$ cat src/hw/rtl/aidf_pkg.sv
// Shared types and codes for the array insert/delete/find unit.
// Holds the request and result payloads and the controller-datapath interface.
// No dependencies.
`default_nettype none

package aidf_pkg;

  // Request type codes.
  localparam logic [1:0] OP_INSERT = 2'd0;
  localparam logic [1:0] OP_DELETE = 2'd1;
  localparam logic [1:0] OP_FIND   = 2'd2;

  // Result status codes.
  localparam logic [1:0] ST_OK    = 2'd0;
  localparam logic [1:0] ST_RANGE = 2'd1;
  localparam logic [1:0] ST_FULL  = 2'd2;
  localparam logic [1:0] ST_MISS  = 2'd3;

  typedef struct packed {
    logic [1:0]         req_type;
    logic [4:0]         position;
    logic signed [31:0] data_value;
  } req_t;

  typedef struct packed {
    logic [1:0] status;
    logic [3:0] found_position;
    logic [4:0] entry_count;
  } rsp_t;

  // Commands from the controller to the datapath.
  typedef struct packed {
    logic       latch;
    logic       idx_load_count;
    logic       idx_load_pos;
    logic       idx_clear;
    logic       idx_inc;
    logic       idx_dec;
    logic       mem_rd;
    logic       mem_wr;
    logic       wr_sel_value;
    logic       count_inc;
    logic       count_dec;
    logic       res_set;
    logic [1:0] res_status;
    logic       res_use_idx;
    logic       out_load;
  } dp_cmd_t;

  // Status flags from the datapath to the controller.
  typedef struct packed {
    logic op_insert;
    logic op_delete;
    logic op_find;
    logic ins_range;
    logic del_range;
    logic full;
    logic pos_eq_count;
    logic del_none;
    logic ins_last;
    logic del_last;
    logic find_last;
    logic count_zero;
    logic match;
  } dp_status_t;

endpackage

`default_nettype wire

$ cat src/hw/rtl/aidf_datapath.sv
// Datapath of the array insert/delete/find unit: entry memory, count, index and result.
// Depends on aidf_pkg.
`default_nettype none

module aidf_datapath #(
  parameter int unsigned CAPACITY = 16
) (
  input  logic                   clk_i,
  input  logic                   rst_ni,
  input  aidf_pkg::dp_cmd_t      cmd_i,
  input  aidf_pkg::req_t         req_i,
  output aidf_pkg::dp_status_t   status_o,
  output aidf_pkg::rsp_t         rsp_o
);

  localparam int unsigned IdxW = $clog2(CAPACITY);
  localparam int unsigned CntW = $clog2(CAPACITY + 1);
  localparam int unsigned CmpW = ((CntW > 5) ? CntW : 5) + 2;

  logic [31:0]     mem [CAPACITY];

  aidf_pkg::req_t  req_q;
  logic [CntW-1:0] count_q, count_d;
  logic [IdxW-1:0] idx_q, idx_d;
  logic [IdxW-1:0] raddr;
  logic [31:0]     rdata_q;
  logic [31:0]     wdata;
  logic [1:0]      res_status_q;
  logic [IdxW-1:0] res_found_q;
  aidf_pkg::rsp_t  rsp_q;

  logic [CmpW-1:0] pos_x, cnt_x, idx_x, cap_x;
  logic            op_insert, op_delete;

  assign op_insert = (req_q.req_type == aidf_pkg::OP_INSERT);
  assign op_delete = (req_q.req_type == aidf_pkg::OP_DELETE);

  assign pos_x = CmpW'(req_q.position);
  assign cnt_x = CmpW'(count_q);
  assign idx_x = CmpW'(idx_q);
  assign cap_x = CmpW'(CAPACITY);

  always_comb begin
    status_o.op_insert    = op_insert;
    status_o.op_delete    = op_delete;
    status_o.op_find      = (req_q.req_type == aidf_pkg::OP_FIND);
    status_o.ins_range    = (pos_x > cnt_x);
    status_o.del_range    = (pos_x >= cnt_x);
    status_o.full         = (cnt_x >= cap_x);
    status_o.pos_eq_count = (pos_x == cnt_x);
    status_o.del_none     = ((pos_x + CmpW'(1)) >= cnt_x);
    status_o.ins_last     = (idx_x == (pos_x + CmpW'(1)));
    status_o.del_last     = ((idx_x + CmpW'(2)) >= cnt_x);
    status_o.find_last    = ((idx_x + CmpW'(1)) >= cnt_x);
    status_o.count_zero   = (count_q == '0);
    status_o.match        = (rdata_q == req_q.data_value);
  end

  // Inserts shift from the entry below, deletes from the entry above.
  always_comb begin
    if (op_insert) begin
      raddr = idx_q - IdxW'(1);
    end else if (op_delete) begin
      raddr = idx_q + IdxW'(1);
    end else begin
      raddr = idx_q;
    end
  end

  assign wdata = cmd_i.wr_sel_value ? req_q.data_value : rdata_q;

  always_ff @(posedge clk_i) begin
    if (cmd_i.mem_wr) begin
      mem[idx_q] <= wdata;
    end
    if (cmd_i.mem_rd) begin
      rdata_q <= mem[raddr];
    end
  end

  always_comb begin
    idx_d = idx_q;
    if (cmd_i.idx_load_count) begin
      idx_d = IdxW'(count_q);
    end else if (cmd_i.idx_load_pos) begin
      idx_d = IdxW'(req_q.position);
    end else if (cmd_i.idx_clear) begin
      idx_d = '0;
    end else if (cmd_i.idx_inc) begin
      idx_d = idx_q + IdxW'(1);
    end else if (cmd_i.idx_dec) begin
      idx_d = idx_q - IdxW'(1);
    end
  end

  always_comb begin
    count_d = count_q;
    if (cmd_i.count_inc) begin
      count_d = count_q + CntW'(1);
    end else if (cmd_i.count_dec) begin
      count_d = count_q - CntW'(1);
    end
  end

  always_ff @(posedge clk_i or negedge rst_ni) begin
    if (!rst_ni) begin
      count_q <= '0;
      idx_q   <= '0;
    end else begin
      count_q <= count_d;
      idx_q   <= idx_d;
    end
  end

  always_ff @(posedge clk_i) begin
    if (cmd_i.latch) begin
      req_q <= req_i;
    end
    if (cmd_i.res_set) begin
      res_status_q <= cmd_i.res_status;
      res_found_q  <= cmd_i.res_use_idx ? idx_q : '0;
    end
    if (cmd_i.out_load) begin
      rsp_q.status         <= res_status_q;
      rsp_q.found_position <= 4'(res_found_q);
      rsp_q.entry_count    <= 5'(count_q);
    end
  end

  assign rsp_o = rsp_q;

endmodule

`default_nettype wire

$ cat src/hw/rtl/aidf_controller.sv
// Controller state machine of the array insert/delete/find unit.
// Sequences memory shifts and scans and owns both handshakes. Depends on aidf_pkg.
`default_nettype none

module aidf_controller (
  input  logic                 clk_i,
  input  logic                 rst_ni,
  input  logic                 in_valid_i,
  output logic                 in_stall_o,
  output logic                 out_valid_o,
  input  logic                 out_stall_i,
  input  aidf_pkg::dp_status_t status_i,
  output aidf_pkg::dp_cmd_t    cmd_o
);

  typedef enum logic [7:0] {
    S_IDLE     = 8'b0000_0001,
    S_DECODE   = 8'b0000_0010,
    S_SHIFT_RD = 8'b0000_0100,
    S_SHIFT_WR = 8'b0000_1000,
    S_LOAD     = 8'b0001_0000,
    S_FIND_RD  = 8'b0010_0000,
    S_FIND_CMP = 8'b0100_0000,
    S_DONE     = 8'b1000_0000
  } state_e;

  state_e state_q, state_d;
  logic   out_valid_q, out_valid_d;

  always_comb begin
    state_d = state_q;
    cmd_o   = '0;
    unique case (state_q)
      S_IDLE: begin
        if (in_valid_i) begin
          cmd_o.latch = 1'b1;
          state_d     = S_DECODE;
        end
      end
      S_DECODE: begin
        if (status_i.op_insert) begin
          if (status_i.ins_range) begin
            cmd_o.res_set    = 1'b1;
            cmd_o.res_status = aidf_pkg::ST_RANGE;
            state_d          = S_DONE;
          end else if (status_i.full) begin
            cmd_o.res_set    = 1'b1;
            cmd_o.res_status = aidf_pkg::ST_FULL;
            state_d          = S_DONE;
          end else begin
            cmd_o.idx_load_count = 1'b1;
            state_d = status_i.pos_eq_count ? S_LOAD : S_SHIFT_RD;
          end
        end else if (status_i.op_delete) begin
          if (status_i.del_range) begin
            cmd_o.res_set    = 1'b1;
            cmd_o.res_status = aidf_pkg::ST_RANGE;
            state_d          = S_DONE;
          end else if (status_i.del_none) begin
            cmd_o.count_dec  = 1'b1;
            cmd_o.res_set    = 1'b1;
            cmd_o.res_status = aidf_pkg::ST_OK;
            state_d          = S_DONE;
          end else begin
            cmd_o.idx_load_pos = 1'b1;
            state_d            = S_SHIFT_RD;
          end
        end else if (status_i.op_find) begin
          cmd_o.idx_clear = 1'b1;
          if (status_i.count_zero) begin
            cmd_o.res_set    = 1'b1;
            cmd_o.res_status = aidf_pkg::ST_MISS;
            state_d          = S_DONE;
          end else begin
            state_d = S_FIND_RD;
          end
        end else begin
          cmd_o.res_set    = 1'b1;
          cmd_o.res_status = aidf_pkg::ST_OK;
          state_d          = S_DONE;
        end
      end
      S_SHIFT_RD: begin
        cmd_o.mem_rd = 1'b1;
        state_d      = S_SHIFT_WR;
      end
      S_SHIFT_WR: begin
        cmd_o.mem_wr = 1'b1;
        if (status_i.op_insert) begin
          cmd_o.idx_dec = 1'b1;
          state_d = status_i.ins_last ? S_LOAD : S_SHIFT_RD;
        end else if (status_i.del_last) begin
          cmd_o.count_dec  = 1'b1;
          cmd_o.res_set    = 1'b1;
          cmd_o.res_status = aidf_pkg::ST_OK;
          state_d          = S_DONE;
        end else begin
          cmd_o.idx_inc = 1'b1;
          state_d       = S_SHIFT_RD;
        end
      end
      S_LOAD: begin
        cmd_o.mem_wr       = 1'b1;
        cmd_o.wr_sel_value = 1'b1;
        cmd_o.count_inc    = 1'b1;
        cmd_o.res_set      = 1'b1;
        cmd_o.res_status   = aidf_pkg::ST_OK;
        state_d            = S_DONE;
      end
      S_FIND_RD: begin
        cmd_o.mem_rd = 1'b1;
        state_d      = S_FIND_CMP;
      end
      S_FIND_CMP: begin
        if (status_i.match) begin
          cmd_o.res_set     = 1'b1;
          cmd_o.res_status  = aidf_pkg::ST_OK;
          cmd_o.res_use_idx = 1'b1;
          state_d           = S_DONE;
        end else if (status_i.find_last) begin
          cmd_o.res_set    = 1'b1;
          cmd_o.res_status = aidf_pkg::ST_MISS;
          state_d          = S_DONE;
        end else begin
          cmd_o.idx_inc = 1'b1;
          state_d       = S_FIND_RD;
        end
      end
      S_DONE: begin
        if (!out_valid_q || !out_stall_i) begin
          cmd_o.out_load = 1'b1;
          state_d        = S_IDLE;
        end
      end
      default: begin
        state_d = S_IDLE;
      end
    endcase
  end

  assign out_valid_d = (out_valid_q && out_stall_i) || cmd_o.out_load;

  always_ff @(posedge clk_i or negedge rst_ni) begin
    if (!rst_ni) begin
      state_q     <= S_IDLE;
      out_valid_q <= 1'b0;
    end else begin
      state_q     <= state_d;
      out_valid_q <= out_valid_d;
    end
  end

  assign in_stall_o  = (state_q != S_IDLE);
  assign out_valid_o = out_valid_q;

endmodule

`default_nettype wire

$ cat src/hw/rtl/array_insert_delete_find_unit.sv
// Top level of the array insert/delete/find unit.
// Instantiates aidf_controller and aidf_datapath; depends on aidf_pkg.
//
// This unit keeps a packed list of up to CAPACITY signed 32-bit entries in a
// single-port memory, with a running entry count. Each request is an insert
// (value placed at a position from 0 to the count, later entries move up), a
// delete (entry at a position below the count removed, later entries move
// down) or a find (lowest index whose entry equals the value). Every request
// gives exactly one result carrying a status, the found index for a hit and
// the entry count after the request. Requests are handled one at a time. The
// cost is set by the entry memory, which moves each entry with one read and
// then one write: an insert or delete shifts the entries after its position,
// a find reads entries from index 0 until it hits or passes the count, and
// rejected or unused request types skip the memory. A finished result sits
// in an output register, so the next request may be accepted while the
// previous result is still stalled; the new request then holds in its done
// state, and keeps the input stalled, until that register has been taken.
// Entries are not cleared at reset; only entries below the count are ever
// read.
`default_nettype none

module array_insert_delete_find_unit #(
  parameter int unsigned CAPACITY = 16
) (
  input  logic            clk_i,
  input  logic            rst_ni,
  input  logic            in_valid_i,
  output logic            in_stall_o,
  input  aidf_pkg::req_t  in_req_i,
  output logic            out_valid_o,
  input  logic            out_stall_i,
  output aidf_pkg::rsp_t  out_rsp_o
);

  // Command and status groups between the sequencer and the datapath.
  aidf_pkg::dp_cmd_t    dp_cmd;
  aidf_pkg::dp_status_t dp_status;

  // The controller accepts a request only when idle, walks the shift or
  // scan one entry at a time and loads the output register when it is free.
  aidf_controller u_controller (
    .clk_i       (clk_i),
    .rst_ni      (rst_ni),
    .in_valid_i  (in_valid_i),
    .in_stall_o  (in_stall_o),
    .out_valid_o (out_valid_o),
    .out_stall_i (out_stall_i),
    .status_i    (dp_status),
    .cmd_o       (dp_cmd)
  );

  // The datapath holds the entries, the count, the walking index and the
  // result registers.
  aidf_datapath #(
    .CAPACITY (CAPACITY)
  ) u_datapath (
    .clk_i    (clk_i),
    .rst_ni   (rst_ni),
    .cmd_i    (dp_cmd),
    .req_i    (in_req_i),
    .status_o (dp_status),
    .rsp_o    (out_rsp_o)
  );

endmodule

`default_nettype wire

$ cat config.mk
export PLATFORM = sky130hd
export DESIGN_NAME = array_insert_delete_find_unit
export DESIGN_NICKNAME = d
export VERILOG_FILES = /design/src/hw/rtl/aidf_pkg.sv /design/src/hw/rtl/aidf_datapath.sv /design/src/hw/rtl/aidf_controller.sv /design/src/hw/rtl/array_insert_delete_find_unit.sv
export SDC_FILE = /design/constraint.sdc
export NUM_CORES = 1
export LEC_CHECK = 0
export ABC_AREA = 1
export BUFFER_PORTS_ARGS = -buffer_cell sky130_fd_sc_hd__buf_2
export CORE_MARGIN = 4
export CORE_UTILIZATION = 56
export DETAILED_ROUTE_END_ITERATION = 8
export PLACE_DENSITY = 0.82
export SETUP_SLACK_MARGIN = 0.05
export SLEW_MARGIN = 20
export SYNTH_ARGS = -nofsm -noshare
export SYNTH_HDL_FRONTEND = slang
export SYNTH_SLANG_ARGS = --single-unit
export TNS_END_PERCENT = 100
$ cat constraint.sdc
create_clock -name clk_i -period 4.02 [get_ports clk_i]
set_input_delay 0.804 -clock clk_i [delete_from_list [all_inputs] [get_ports clk_i]]
set_output_delay 0.804 -clock clk_i [all_outputs]
set_load 0.03 [all_outputs]
# [Word-level counts from Yosys, hierarchy flattened]
# Memories as Yosys holds them, arrays and structs flattened. A register that Yosys moved wholly into a read port is not among the register bits.
# Cells that the tools add are included.
# W data, S select, Z words.
[totals] n_memories=1 register_bits=74 latch_bits=0 output_inout_bits=13 input_bits=43 word_cells=126 romBits=0 ram_bits=512
[mem_list] name="u_datapath.mem" depth=16 word_bits=32 rd=1 rd_clocked_by_memory_dff=1 write_ports=1 line="aidf_datapath.sv:20" rtl="logic [31:0] mem [CAPACITY];"
[classes] n_div=0 n_lt_le_gt_ge=6 mux=72 bitwise=0 n_eq_ne=16 n_reduce_logical=12 n_shift=0 n_mul=0 addsub=7
[op_table] op="$mux W8" count=14
[op_table] op="$pmux W8 S8" count=1
[op_table] op="$mux W4" count=10
[op_table] op="$eq A32 B32 Y1" count=1
[op_table] op="$mux W32" count=1
[op_table] op="$mux W3" count=10
[op_table] op="$mux W1" count=27
[op_table] op="$ge A7 B5 Y1" count=3
[op_table] op="$mux W5" count=4
[op_table] op="$pmux W3 S4" count=1
[op_table] op="$eq A8 B1 Y1 const B" count=1
[op_table] op="$eq A8 B2 Y1 const B" count=1
[op_table] op="$eq A8 B3 Y1 const B" count=1
[op_table] op="$eq A8 B4 Y1 const B" count=1
[op_table] op="$eq A8 B5 Y1 const B" count=1
[op_table] op="$eq A8 B6 Y1 const B" count=1
[op_table] op="$eq A8 B7 Y1 const B" count=1
[op_table] op="$eq A8 B8 Y1 const B" count=1
[op_table] op="$ne A8 B1 Y1 const B" count=1
[op_table] op="$eq A4 B7 Y1" count=1
[op_table] op="$add A5 B1 Y6 const B" count=1
[op_table] op="$add A4 B1 Y5 const B" count=1
[op_table] op="$add A4 B2 Y5 const B" count=1
[op_table] op="$add A5 B1 Y5 const B" count=1
[op_table] op="22 further kinds" count=27

# [Depth between registers and ports, before layout]
# Gate-level depths: netlist (run 1).
[depth] depth_word=10 ltp_mapped=16 ltp_nobuf=16

# [Cells and area by module]
# From an unflattened synthesis (run 1), not the netlist that was laid out.
[hier_totals] hier_cells=2674 area_unflattened_um2=27696.6
[modules_own_cells] mod="aidf_datapath" area_per_inst_um2=26942.1 n_inst=1 seq_area_each_um2=18242.5 cells_each=2551
[modules_own_cells] mod="aidf_controller" area_per_inst_um2=754.5 n_inst=1 seq_area_each_um2=226.5 cells_each=123

# [Worst setup path after synthesis (run 1)]
# Ideal clock, no wire load.
[synth_timing] path_kind="register to register" start="reg u_controller.state_q[7]" end="mem u_datapath.mem[7][0] (enable)" path_stages_with_launch=6 path_buffers=0 slack_ps=255 required_time_ps=3559 arrival_ps=3304 path_cell_list="dfrtp_1 > nor4_1 > nand2_2 > clkinv_1 > nor2_1 > nor3_1"
[synth_between] elab_chain_len=5 word_cells_on_any_way=6
[synth_rtl] item="start, declared" line="aidf_controller.sv:27" rtl="state_e state_q, state_d;"
[synth_rtl] item="start signal, assigned" line="aidf_controller.sv:148" rtl="state_q <= state_d;"
[synth_rtl] item="$eq A8 B5 Y1 or $eq A8 B4 Y1 (tied branches)" line="aidf_controller.sv:33" rtl="unique case (state_q)"
[synth_rtl] item="$reduce_or A2 Y1 (no line) *"
[synth_rtl] item="$mux W1 *" line="aidf_controller.sv:33"
[synth_rtl] item="$mux W1 *" line="aidf_datapath.sv:73" rtl="if (cmd_i.mem_wr) begin"
[synth_rtl] item="$mux W1 (implied by the code) *" line="aidf_datapath.sv:74" rtl="mem[idx_q] <= wdata;"
[synth_rtl] item="end, declared" line="aidf_datapath.sv:20"
# Every way passes the cells marked *; elsewhere a longest branch is shown, timed or not.

# [Worst setup path in the final report (run 1)]
[layout_timing] start="reg u_datapath.idx_q[1]" end="reg u_controller.state_q[7]"
[layout_between] elab_chain_len=5 word_cells_on_any_way=9
[layout_rtl] item="start, declared" line="aidf_datapath.sv:24" rtl="logic [IdxW-1:0] idx_q, idx_d;"
[layout_rtl] item="start signal, assigned" line="aidf_datapath.sv:111" rtl="idx_q <= idx_d;"
[layout_rtl] item="$add A4 B1 Y5 or $add A4 B2 Y5 (tied branches)" line="aidf_datapath.sv:54, aidf_datapath.sv:53"
[layout_rtl] item="$ge A7 B5 Y1 (on tied branches)" line="aidf_datapath.sv:54, aidf_datapath.sv:53"
[layout_rtl] item="$mux W8 (on tied branches)" line="aidf_controller.sv:120, aidf_controller.sv:92"
[layout_rtl] item="$mux W8 (on tied branches)" line="aidf_controller.sv:115, aidf_controller.sv:89"
[layout_rtl] item="$pmux W8 S8 *" line="aidf_controller.sv:33"
# Marks and branches as above.
# A chain may end at the register's enable or synchronous reset.

==> impl_metrics.tcl, run 1 <==
set metrics [dict create \
    htreeDepth 2 \
    postSynthCellCount 1974 \
    cts_resized 0 \
    critPathMostFrequentCell "o21ai_0" \
    dpl_cell_area_um2 27100 \
    routedWlPerCell_um 23.5 \
    ys_seq_area_share_pct 71.2 \
    critPathTopFamily "compound AO/OA/AOI/OAI gates" \
    grt_pass1_vias 16700 \
    detail_route.iter0.violations 2195 \
    slowest_stage "dfrtp_1" \
    ir_drop_mv 0.532 \
    cts_root_buffer "clkbuf_16" \
    cts_hold_buf 0 \
    grt_pass1_wl_um 95200 \
    slew_headroom_pct 33.8 \
    cp.arrival_ns 3.58 \
    synth_top_area_share_pct 69.4 \
    drv_cap 0 \
    cts_tree "done" \
    die_height_um 223 \
    track_usage_pct 24.5 \
    synth_nets 2050 \
    p_leak_nw 9.88 \
    clock_latency_ns 0.62 \
    first_pass_iters 5 \
    finalSetupViolCount 0 \
    critPathLaunchType "flip-flop" \
    die_width_um 223 \
    wl_um 62700 \
    via_per_inst 6.28 \
    cts_sinks 618 \
    antenna_found_initial 0 \
    worstPathRequired_ns 4.51 \
    ys_async_sr_fraction_pct 2.91 \
    finClkSkew_ns 0.0215 \
    worst_pin_slew_ns 0.993 \
    finalInstanceArea_um2 29100 \
    fmax_ghz 0.324 \
    p_per_area_nw_per_um2 664 \
    io_pins 56 \
    cts_made_buffers 57 \
    drc_errors 0 \
    die-area_um2 49800 \
    hpwl_um 33100 \
    num_antenna_cells 0 \
    yosys_warnings 0 \
    yosys_most_used_dff "edfxtp_1" \
    slew_viol_final 0 \
    synth_top_cell_by_area "edfxtp_1" \
    rows 78 \
    drive_gt1_share_pct 12.4 \
    max_stage_delay_ns 0.44 \
    portBuffers 55 \
    holdWs_ns 0.149 \
    timing.final.crit_share_pct 76.8 \
    crit_buf_inv 1 \
    hold_violations 0 \
    tns_ns 0 \
    min_path_type "primary input to async pin" \
    ant_nets 0 \
    cp_cell_sequence "inv_1, ha_1, ha_1, a21oi_1, o21ai_0, nand2_1, nand3_1, o21ai_0, o21ai_0, a21oi_1, o21ai_0, or2_2" \
    critPathKind "flip-flop to flip-flop" \
    ys_types 47 \
    endpoint_kind "flip-flop" \
    yosys_register_bits 618 \
    fin_nets 2102 \
    crit_path_max_fanout 11 \
    synth.area.top_cells "edfxtp_1 69%, nor2_1 4.4%, o311ai_1 4.1%" \
    grt_max_degree 257 \
    outcome "complete, no violations" \
    cts_setup_buffers 0 \
    syn-cell-area_um2 26000 \
    start_util_pct 56.9 \
    gr-total-overflow 0 \
    syn_avg_cell_area_um2 13.1 \
    cts.reportedPaths.clkPinSlew_ns 0.06 \
    fin_crit_ns 3.09 \
    routabilityCongestion 0.910 \
    rsz0062_at_grt "false" \
    area_delta_synth_final_pct 12.1 \
    clock_path_buffers 3 \
    core_area_um2 45600 \
    vias 16800 \
    synth-edff-count 600 \
]
## worst paths after layout
kind	slack, ns	from	endpoint	cells after the start
setup reg to reg	0.93	u_datapath.idx_q[1]	u_controller.state_q[7]	12
hold reg to reg	0.43	u_datapath.res_found_q[2]	u_datapath.rsp_o[7]	0
max in group asynchronous	3.52	rst_ni	u_controller.state_q[0]	1
min in group clk_i	0.36	in_req_i[8]	u_datapath.req_q[8]	1
setup / recovery	0.93	u_datapath.idx_q[1]	u_controller.state_q[7]	12
hold / removal	0.15	rst_ni	u_controller.out_valid_o	1
## registers in the layout, summed over array words and instances (netlist names)
name                      flops
u_datapath.mem              512
u_datapath.req_q             34
u_datapath.rdata_q           32
u_datapath.rsp_o             11
u_controller.state_q          8
u_datapath.count_q            5
u_datapath.pos_x              5
u_datapath.idx_q              4
u_datapath.res_found_q        4
u_datapath.res_status_q       2
u_controller.out_valid_o      1
## layout by cell type, fill, tap and decap left out, types with 6 or more instances in the layout
master	n
clkbuf_16	58
o311ai_0	8
clkinv_1	6
inv_2	6
ha_1	32
xnor2_1	25
clkbuf_1	12
inv_1	68
buf_4	35
nand2_1	240
xor2_1	9
nor2_1	289
or2_2	22
bufinv_16	9
clkinv_2	11
nand4_1	11
edfxtp_1	600
or2_0	68
o311ai_1	121
o211ai_1	129
nor2_4	17
buf_12	14
a21oi_1	12
buf_2	55
dfrtp_1	17
or2_1	41
o21ai_0	23
nand3_1	84
## routing by layer
layer  vias up  wire [um]  global-route usage [%]
met5         -          0                       0
met4         0       1880                    8.93
met3       144       6180                    4.53
met2       996      30600                    40.0
met1      8245      24000                    33.5
li1       7395          -                       -
## kinds of logic after synthesis
group / Yosys count / share of synthesized area (%)
and+or+nand+nor: 794 / 13.6
xor gates and xnor gates: 34 / 1.15
AOI/OAI and AO/OA: 307 / 9.17
adders and majority gates: 33 / 1.62
buffers and inverters: 188 / 3.25
DFF: 618 / 71.2
## stage by stage
step	power [mW]	std cells	setup slack, ns	util (%)
final	19.3	2672	0.933	63.8
after global routing	20.2	2672	0.693	63.8
after CTS	19.3	2671	0.963	63.7
after detailed placement	13.7	2566	0.984	59.5
after global placement	13.4	2566	1.04	59.5
after floorplan	12.1	1974	0.255	-
## cell usage after synthesis, drive strengths merged, types with 3 or more instances
| library cell | instances |
|---|---|
| a21oi | 13 |
| a22oi | 3 |
| buf | 82 |
| clkbuf | 30 |
| dfrtp | 17 |
| edfxtp | 600 |
| ha | 32 |
| inv | 74 |
| nand2 | 245 |
| nand3 | 85 |
| nand4 | 12 |
| nor2 | 308 |
| nor3 | 5 |
| nor4 | 4 |
| o211ai | 129 |
| o21ai | 27 |
| o311ai | 129 |
| or2 | 131 |
| xnor2 | 25 |
| xor2 | 9 |
## where the power goes
group / leakage (nW) / internal [mW] / switching, mW
logic: 3.29 / 1.95 / 4.15
registers: 5.65 / 7.40 / 0.209
clock network: 0.944 / 3.28 / 2.33
## final cells by class
| cell class | instances | area [um2] |
|---|---|---|
| clock inverters | 32 | 408 |
| multi-input cells | 1168 | 6780 |
| inverters | 76 | 290 |
| clock buffers | 73 | 1540 |
| fillers | 3065 | 16500 |
| well taps | 600 | 751 |
| flip-flops and latches | 618 | 18500 |
| repair buffers | 105 | 846 |
Note: power is estimated with default switching activity, not from simulation.
==> run 2: changes to the inputs <==
--- a/config.mk
+++ b/config.mk
@@ -5,7 +5,7 @@
 export SDC_FILE = /design/constraint.sdc
 export NUM_CORES = 1
 export LEC_CHECK = 0
-export ABC_AREA = 1
+export ABC_AREA = 0
 export BUFFER_PORTS_ARGS = -buffer_cell sky130_fd_sc_hd__buf_2
 export CORE_MARGIN = 4
 export CORE_UTILIZATION = 56
==> constraint.sdc (replaced) <==
create_clock -name clk_i -period 2.7 [get_ports clk_i]
set_input_delay 0.54 -clock clk_i [delete_from_list [all_inputs] [get_ports clk_i]]
set_output_delay 0.54 -clock clk_i [all_outputs]
set_load 0.03 [all_outputs]
==> run 2 against run 1 <==
  * Cell count down 25%
  * Non-clock buffer count is 108 higher
  * Via count shrank 21%
  * Register-to-register slack worse by 0.90 ns
  * Sequential power grew 48%
  * Fmax rose by 16%
  * Core utilization rose by 4.7 points
  * Worst setup slack got worse by 0.90 ns
  * Critical path type unchanged
==> impl_metrics.tcl, run 2 <==
set metrics [dict create \
    outcome "complete, no violations" \
    yosysMostFrequentCell "edfxtp_1" \
    first_pass_iters 5 \
    hold_violations 0 \
    timing.rr.end "u_datapath.rdata_q[3]" \
    postSynthCellCount 1150 \
    synthMuxAreaShare_pct 16.1 \
    area_delta_synth_final_pct 19.8 \
    drv_cap 0 \
    cts_made_buffers 57 \
    synth.area.top_cells "edfxtp_1 73%, mux4_2 15%, dfrtp_1 1.7%" \
    largest_reg_flops 512 \
    slew_viol_final 0 \
    cts_root_buffer "clkbuf_16" \
    p_per_area_nw_per_um2 1050 \
    htreeDepth 2 \
    ys_seq_area_share_pct 74.4 \
    holdWs_ns 0.0717 \
    endpoint_kind "flip-flop" \
    die_width_um 219 \
    rows 76 \
    finalSetupViolCount 0 \
    r2r_cells 7 \
    regMostFlops "u_datapath.mem" \
    crit_path_max_fanout 9 \
    seqPwrFrac_pct 36.3 \
    min_from "in_req_i[12]" \
    final_cell_mix "600 x edfxtp_1, 160 x mux4_2, 101 x buf_4" \
    power.switching_mw 9.18 \
    p_leak_nw 10.0 \
    portBuffers 55 \
    wl_um 64900 \
    grt_pass1_vias 12900 \
    worstPathRequired_ns 3.02 \
    dp_cells 1865 \
    core_area_um2 43500 \
    vias 13300 \
    synth_top_area_share_pct 72.6 \
    multiInputGateArea_um2 6360 \
    tns_ns 0 \
    p_int_mw 22.0 \
    routabilityCongestion 0.910 \
    syn-cell-area_um2 24800 \
    rrSetupSlack_ns 0.03 \
    via_per_inst 6.58 \
    synth_commonest_cells "600 x edfxtp_1, 160 x mux4_2, 41 x xor2_1" \
    start_util_pct 57.1 \
    crit_start "u_datapath.req_q[38]" \
    syn_avg_cell_area_um2 21.6 \
    timing.final.crit_share_pct 98.7 \
    synth_adder_area_share_pct 1.69 \
    layout.area.seq_um2 18500 \
    io_pins 56 \
    finClkSkew_ns 0.0697 \
    synth_nets 1226 \
    track_usage_pct 25.7 \
    regToRegStartpoint "u_datapath.req_q[38]" \
    detail_route.iter0.violations 1841 \
    fin_cells 2013 \
    ys_types 67 \
    die-area_um2 47800 \
    clock_path_buffers 3 \
    cp.arrival_ns 2.99 \
    total_power_mw 31.2 \
    ir_drop_mv 0.732 \
    synth_top_cell_by_area "edfxtp_1" \
    worstSetupEndpoint "u_datapath.rdata_q[3]" \
    slew_headroom_pct 62.9 \
    cts.reportedPaths.clkPinSlew_ns 0.07 \
    swShare_pct 29.5 \
    fin_nets 1456 \
    comb_power_share_pct 36.1 \
    fin_ws_ns 0.0344 \
    ys_async_sr_fraction_pct 2.91 \
    clkPwrFrac_pct 27.6 \
    ant_nets 0 \
    fmax_ghz 0.375 \
    top_regs "u_datapath.mem: 512 flops, u_datapath.req_q: 34 flops, u_datapath.rdata_q: 32 flops" \
    drive_gt1_share_pct 39.8 \
    synth_compound_area_share_pct 1.81 \
    critPathKind "flip-flop to flip-flop" \
    yosys_warnings 0 \
    yosys_most_used_dff "edfxtp_1" \
    num_antenna_cells 0 \
    cts_tree "done" \
    fin_crit_ns 2.67 \
    clock_latency_ns 0.64 \
    yosys_register_bits 618 \
    synthSimpleGateAreaFrac_pct 3.14 \
    cts_sinks 618 \
    die_height_um 219 \
    synth-edff-count 600 \
    hpwl_um 32000 \
    drc_errors 0 \
    fillers 2507 \
    final_common_cell "edfxtp_1" \
    worst_pin_slew_ns 0.557 \
    min_path_type "primary input to flip-flop" \
    synth_xor_area_share_pct 1.80 \
    antenna_found_initial 0 \
    routedWlPerCell_um 32.2 \
    synth_top_family_by_area "multiplexers" \
    grt_pass1_wl_um 88300 \
    post-place-ws_ns -0.153 \
    rsz0062_at_grt "true" \
    grt_max_degree 42 \
    critPathLaunchType "flip-flop" \
    gr-total-overflow 0 \
]
run 2: cell count changes in the layout (fill, tap and decap cells not counted), moves of 68 or more:
cell,previous run,this run
mux4_2,0,160
or2_0,68,0
nand2_1,240,25
nand3_1,84,3
nor2_1,289,27
o211ai_1,129,2
o311ai_1,121,0
run 2: metrics by stage:
stage / utilization [%] / instance area [um2]
2_1_floorplan: - / 24900
3_3_place_gp: 62.2 / 27100
3_5_place_dp: 62.2 / 27100
4_1_cts: 67.0 / 29100
5_1_grt: 68.5 / 29800
6_report: 68.5 / 29800
run 2: cell type report:
| type | instances | share of cell area [%] |
|---|---|---|
| tap | 585 | 2.46 |
| clock inverter | 43 | 1.73 |
| clock buffer | 64 | 4.95 |
| inverter | 14 | 0.185 |
| multi-input combinational | 476 | 21.4 |
| timing repair buffer | 213 | 7.21 |
| sequential | 618 | 62.1 |
run 2: kinds of logic after synthesis:
family          Yosys count
xor+xnor                 51
compound gates           66
fa+ha+maj                33
mux                     195
simple gates            131
flops                   618
buf+inv                  56
run 2: critical path: stages (launching register included):
cell and delay, ns:
edfxtp_1 0.57, inv_1 0.31, nand2_1 0.15, o21ai_4 0.13
buf_12 0.19, buf_12 0.17, mux4_2 0.33, mux4_2 0.49
run 2: worst min path at each step:
| stage | cells past startpoint | to | slack, ns |
|---|---|---|---|
| 2_1_floorplan | 0 | u_controller.out_valid_o | 0.24 |
| 3_3_place_gp | 0 | u_datapath.rsp_o[10] | 0.40 |
| 3_5_place_dp | 0 | u_datapath.rsp_o[10] | 0.41 |
| 4_1_cts | 1 | u_datapath.req_q[12] | 0.05 |
| 5_1_grt | 1 | u_datapath.req_q[11] | 0.06 |
| 6_report | 1 | u_datapath.req_q[12] | 0.07 |
run 2: timing repair:
action | in CTS | in global routing
endpoints found under the hold margin | 17 | 0
setup buffers | 4 | 26
resized for setup | 11 | 38
pin swaps | 1 | 15
setup endpoints to repair | 261 | 130
cloned | 0 | 11
hold buffers | 1 | 0
run 2: per-layer routing:
metal / vias up / share of wire, % / GRT usage [%]
met3: 162 / 11 / 4.55
met4: 0 / 3.5 / 7.84
met5: - / 0 / 0.208
met2: 1002 / 50 / 42.7
met1: 6826 / 36 / 35.6
li1: 5261 / - / -
run 2: power groups by stage:
stage	registers, mW	logic, mW	clock network (mW)
3_5_place_dp	11.5	9.30	0
2_1_floorplan	11.4	6.57	0
3_3_place_gp	11.5	9.10	0
6_report	11.3	11.2	8.61
4_1_cts	11.3	9.62	8.64
5_1_grt	11.3	11.8	9.11
